`config.mk`:
```
export PLATFORM = sky130hd
export DESIGN_NAME = sbm_cell
export DESIGN_NICKNAME = d
export VERILOG_FILES = /design/src/hw/rtl/sbm_pkg.sv /design/src/hw/rtl/sbm_cell.sv
export SDC_FILE = /design/constraint.sdc
export NUM_CORES = 1
export LEC_CHECK = 0
export ABC_AREA = 1
export BUFFER_PORTS_ARGS = -buffer_cell sky130_fd_sc_hd__buf_2
export CORE_UTILIZATION = 51
export DETAILED_ROUTE_END_ITERATION = 10
export HOLD_SLACK_MARGIN = 0.02
export PLACE_DENSITY = 0.84
export SLEW_MARGIN = 20
export SYNTH_ARGS = -nofsm -noshare
export SYNTH_HDL_FRONTEND = slang
export SYNTH_SLANG_ARGS = --single-unit
```
`constraint.sdc`:
```
create_clock -name clk_i -period 2.5 [get_ports clk_i]
set_input_delay 0 -clock clk_i [delete_from_list [all_inputs] [get_ports clk_i]]
set_output_delay 0 -clock clk_i [all_outputs]
set_load 0.1 [all_outputs]
```
`src/hw/rtl/sbm_pkg.sv`:
```
package sbm_pkg;

  localparam int unsigned MAX_ELEMENTS_DEF = 64;
  localparam int unsigned DATA_W           = 12;
  localparam int unsigned MAG_W            = 24;
  localparam int unsigned CFG_W            = 24;

  localparam logic [MAG_W-1:0] LOWER_RESET = MAG_W'(0);
  localparam logic [MAG_W-1:0] UPPER_RESET = MAG_W'(8388608);

  typedef enum logic {
    REG_LOWER = 1'b0,
    REG_UPPER = 1'b1
  } reg_idx_e;

  typedef enum logic [1:0] {
    ST_LOAD,
    ST_SETTLE,
    ST_DRAIN
  } state_e;

  typedef struct packed {
    logic                     vld;
    logic signed [DATA_W-1:0] re;
    logic signed [DATA_W-1:0] im;
    logic [MAG_W-1:0]         mag;
  } elem_t;

  typedef struct packed {
    logic                     vld;
    logic signed [DATA_W-1:0] re;
    logic signed [DATA_W-1:0] im;
    logic [MAG_W-1:0]         mag;
    logic                     eor;
    logic                     empty;
  } res_t;

  // Order: magnitude, then real part, then imaginary part.
  function automatic logic comes_first(elem_t a, elem_t b);
    logic r;
    if (a.mag != b.mag) begin
      r = (a.mag < b.mag);
    end else if (a.re != b.re) begin
      r = (a.re < b.re);
    end else begin
      r = (a.im < b.im);
    end
    return r;
  endfunction

endpackage

```
`src/hw/rtl/sbm_cell.sv`:
```
module sbm_cell (
  input  logic           clk_i,
  input  logic           rst_ni,
  input  logic           shift_i,
  input  sbm_pkg::elem_t left_i,
  input  sbm_pkg::elem_t right_held_i,
  output sbm_pkg::elem_t held_o,
  output sbm_pkg::elem_t pass_o
);

  sbm_pkg::elem_t held_d, held_q, pass_d, pass_q;

  always_comb begin
    held_d     = held_q;
    pass_d     = left_i;
    pass_d.vld = 1'b0;
    if (shift_i) begin
      held_d = right_held_i;
    end else if (left_i.vld) begin
      if (!held_q.vld) begin
        held_d = left_i;
      end else if (sbm_pkg::comes_first(left_i, held_q)) begin
        // keep the smaller one, push the held one along
        held_d = left_i;
        pass_d = held_q;
      end else begin
        pass_d = left_i;
      end
    end
  end

  always_ff @(posedge clk_i or negedge rst_ni) begin
    if (!rst_ni) begin
      held_q <= '0;
      pass_q <= '0;
    end else begin
      held_q <= held_d;
      pass_q <= pass_d;
    end
  end

  assign held_o = held_q;
  assign pass_o = pass_q;

endmodule

```
==> summary.txt <==
Floorplan
  • # IOs: 199
  • Die Span Y: 109 µm
  • Area of the die: 0.0118 mm²
  • Die W: 109 µm
  • Core area: 0.0110 mm²
  • Placement Rows: 38
  • Initial Util: 52.9%

Finish
  • Design area: 0.00824 mm²
  • Layout Cells excl Fill: 1178
  • Final design utilization: 75.0%
  • Layout area overhead: 41.8%
  • # diodes: 0
  • Fillers: 769
  • Ratio of cells with drive above 1 in the final layout: 30.7%
  • Layout Nets: 1182

Placed design
  • Port Buffers: 198
  • Routability congestion estimate: 0.806
  • DP Wirelength: 10900 µm
  • Placed cells: 1074
  • Pre-CTS setup slack: 0.139 ns
  • Area post-placement: 0.00697 mm²

Timing
  • Slew headroom: 47.6%
  • Hold Vio Cnt, Final: 0
  • Setup TNS: 0 ns
  • Tightest Pin Transition: 0.786 ns
  • Setup WS post-layout: 0.172 ns
  • Hold_ws: 0.0269 ns
  • Slew Limit Fails: 0
  • RSZ-0062 raised after global routing: false
  • Fmax: 0.430 GHz
  • Post-layout min period: 2.33 ns
  • Final period util: 93.1%
  • Final setup fails: 0
  • Worst Skew: 0.0132 ns

Logic synthesis
  • Syn nets: 906
  • Synth Register Bits: 98
  • Post-Syn Area: 0.00581 mm²
  • Multiplexer share of the synthesized area: 0%
  • Synth Area in Adders: 10.1%
  • Unique masters post-synth: 28
  • Avg Cell Area, Syn: 7.67 µm²
  • Compound-cell area share of the yosys netlist: 8.01%
  • Largest family of logic cells by synthesized area: simple AND/OR/NAND/NOR gates
  • XOR/XNOR share of the synthesized area: 0%
  • Warnings from Yosys: 0
  • Synth Instances: 758
  • Synth Area in Simple Gates: 30.9%
  • Register area share after synthesis: 42.2%

Route
  • WL per Instance: 15.2 µm
  • DRC: 0
  • Drt initial violations: 439
  • Initial DRT Pass Iterations: 5
  • Routed wire length: 17900 µm
  • Vias per inst: 5.24
  • Via count: 6168
  • Final ANT Viol Nets: 0

Power and ir drop
  • Peak VDD IR: 0.564 mV
  • Pwr/cell area: 854 mW/mm²
  • Lkg Pwr: 4.61 nW
  • Power, Total: 7.03 mW

GRT
  • Largest net degree at the start of global routing: 59
  • Initial antenna violation count: 1
  • Vias in the first global route: 6158
  • Total GRT Usage: 30.8%
  • Global-route wire length before repair: 28200 µm
  • Gr ovfl total: 0

Critical path
  • Max FO, Critical Path: 30
  • Crit Path Category: flop to flop
  • Crit end category: flop
  • Data arrival, critical path: 2.58 ns
  • CP Launch Type: flop
  • WP data required: 2.75 ns

CTS
  • Post-CTS setup buffer count: 0
  • CTS buffer count: 9
  • Clock latency on the worst-skew pair: 0.33 ns
  • CTS tree: done
  • Max clock buf depth: 2
  • CTS Sinks: 98
  • Worst-path clk slew: 0.07 ns
  • H-tree levels: 3
  • Root Driver: clkbuf_16

Outcome
  • Status: complete, no violations

Worst hold path
  • Path type of the worst min-delay path: primary input to flop

Flow run
  • MaxCap Viol Count: 0
## synth_stat cells
| master | n | area (µm²) |
|---|---|---|
| buf_2 | 9 | 45.0 |
| nand4_4 | 1 | 21.3 |
| nor2_1 | 15 | 56.3 |
| buf_4 | 2 | 15.0 |
| and2_1 | 1 | 6.26 |
| nor2_4 | 1 | 11.3 |
| ha_1 | 47 | 588 |
| nand4_2 | 1 | 12.5 |
| nand2_1 | 343 | 1290 |
| a21oi_1 | 15 | 75.1 |
| nor2_2 | 2 | 12.5 |
| nand2_2 | 3 | 18.8 |
| nand3_4 | 1 | 17.5 |
| clkbuf_1 | 12 | 45.0 |
| buf_6 | 10 | 113 |
| inv_1 | 72 | 270 |
| dfrtp_1 | 98 | 2450 |
| o21ai_2 | 30 | 263 |
| o21ai_0 | 9 | 45.0 |
| inv_2 | 2 | 7.51 |
| a21o_1 | 1 | 7.51 |
| nand3_1 | 58 | 290 |
| nand3_2 | 3 | 30.0 |
| buf_1 | 3 | 11.3 |
| nand4_1 | 2 | 12.5 |
| o21ai_1 | 15 | 75.1 |
| nor3_4 | 1 | 16.3 |
| nor3_1 | 1 | 5.00 |
## layout by cell type (no fill, tap or decap)
cell,synthesis,layout
clkbuf_1,12,2
dfrtp_1,98,53
nand3_4,1,1
buf_2,9,197
nor3_4,1,1
o21ai_0,9,9
dlygate4sd3_1,0,88
clkbuf_8,0,1
a21oi_1,15,15
a21o_1,1,1
bufinv_16,0,3
o21ai_1,15,15
nor2_1,15,14
o21ai_2,30,30
buf_6,10,1
nand4_4,1,1
inv_1,72,71
nor2_4,1,1
nand2_1,343,342
inv_2,2,3
nand2_8,0,1
nand3_2,3,3
dfrtp_2,0,45
nand3_1,58,58
buf_4,2,9
buf_12,0,5
nand2_2,3,3
nor2_2,2,3
nor3_1,1,1
ha_1,47,47
nand4_1,2,2
and2_1,1,1
nand4_2,1,1
clkbuf_16,0,10
## power by group
group          leakage, nW  internal [mW]  switching, mW
Combinational         3.32          0.727           2.72
Clock                0.163           1.00          0.579
Sequential            1.13           1.85          0.162
## per-layer routing
metal,routed length [µm],track usage (%),vias up
li1,-,-,2929
met1,7150,35.7,2850
met2,8970,54.7,328
met3,1240,5.86,59
met4,517,14.2,2
met5,10,0,-
## state kept, by name, indices dropped and copies added, names as in the netlist
signal / flops
held_o: 49
pass_o: 49
## critical path, cell delays in order, from the launching register on
cell,delay (ns)
dfrtp_2,0.38
inv_1,0.07
ha_1,0.33
nand2_1,0.09
nor2_2,0.15
inv_1,0.05
nor2_1,0.09
nand2_1,0.08
nand3_1,0.09
nand3_1,0.18
nand3_4,0.11
nand2_2,0.10
nand2_8,0.15
buf_12,0.20
nand2_1,0.06
o21ai_1,0.10
## final timing paths
path / startpoint / slack (ns) / cells after the start / end
worst max-delay path: held_o[35]$_DFFE_PN0P_ / 0.17 / 15 / pass_o[4]$_DFF_PN0_
worst min-delay path: right_held_i[36] / 0.03 / 5 / held_o[36]$_DFFE_PN0P_
worst max register to register: held_o[35]$_DFFE_PN0P_ / 0.17 / 15 / pass_o[4]$_DFF_PN0_
worst min register to register: held_o[17]$_DFFE_PN0P_ / 0.49 / 2 / held_o[17]$_DFFE_PN0P_
max in group asynchronous: rst_ni / 1.48 / 3 / held_o[10]$_DFFE_PN0P_
min in group asynchronous: rst_ni / 0.28 / 2 / held_o[38]$_DFFE_PN0P_
## repair_timing
action / 4_1_cts / 5_1_grt
gates resized for setup: 0 / 6
endpoints found under the setup margin: 0 / 76
endpoints found under the hold margin: 144 / 0
hold buffers: 88 / 0
## cell type report
type	instances	area, µm²	share of cell area, %
clock buffer	12	246	2.99
timing repair buffer	301	2070	25.1
tap	140	175	2.13
clock inverter	3	90.1	1.09
multi-input combinational	550	2870	34.8
sequential	98	2510	30.4
inverter	74	278	3.37
## cell families after synthesis
logic type / after synthesis
AND/OR/NAND/NOR: 433
buffers and inverters: 110
AO/OA/AOI/OAI: 70
adder cells (fa/ha/maj): 47
flip-flops: 98
Note: power is estimated with default switching activity, not from simulation.
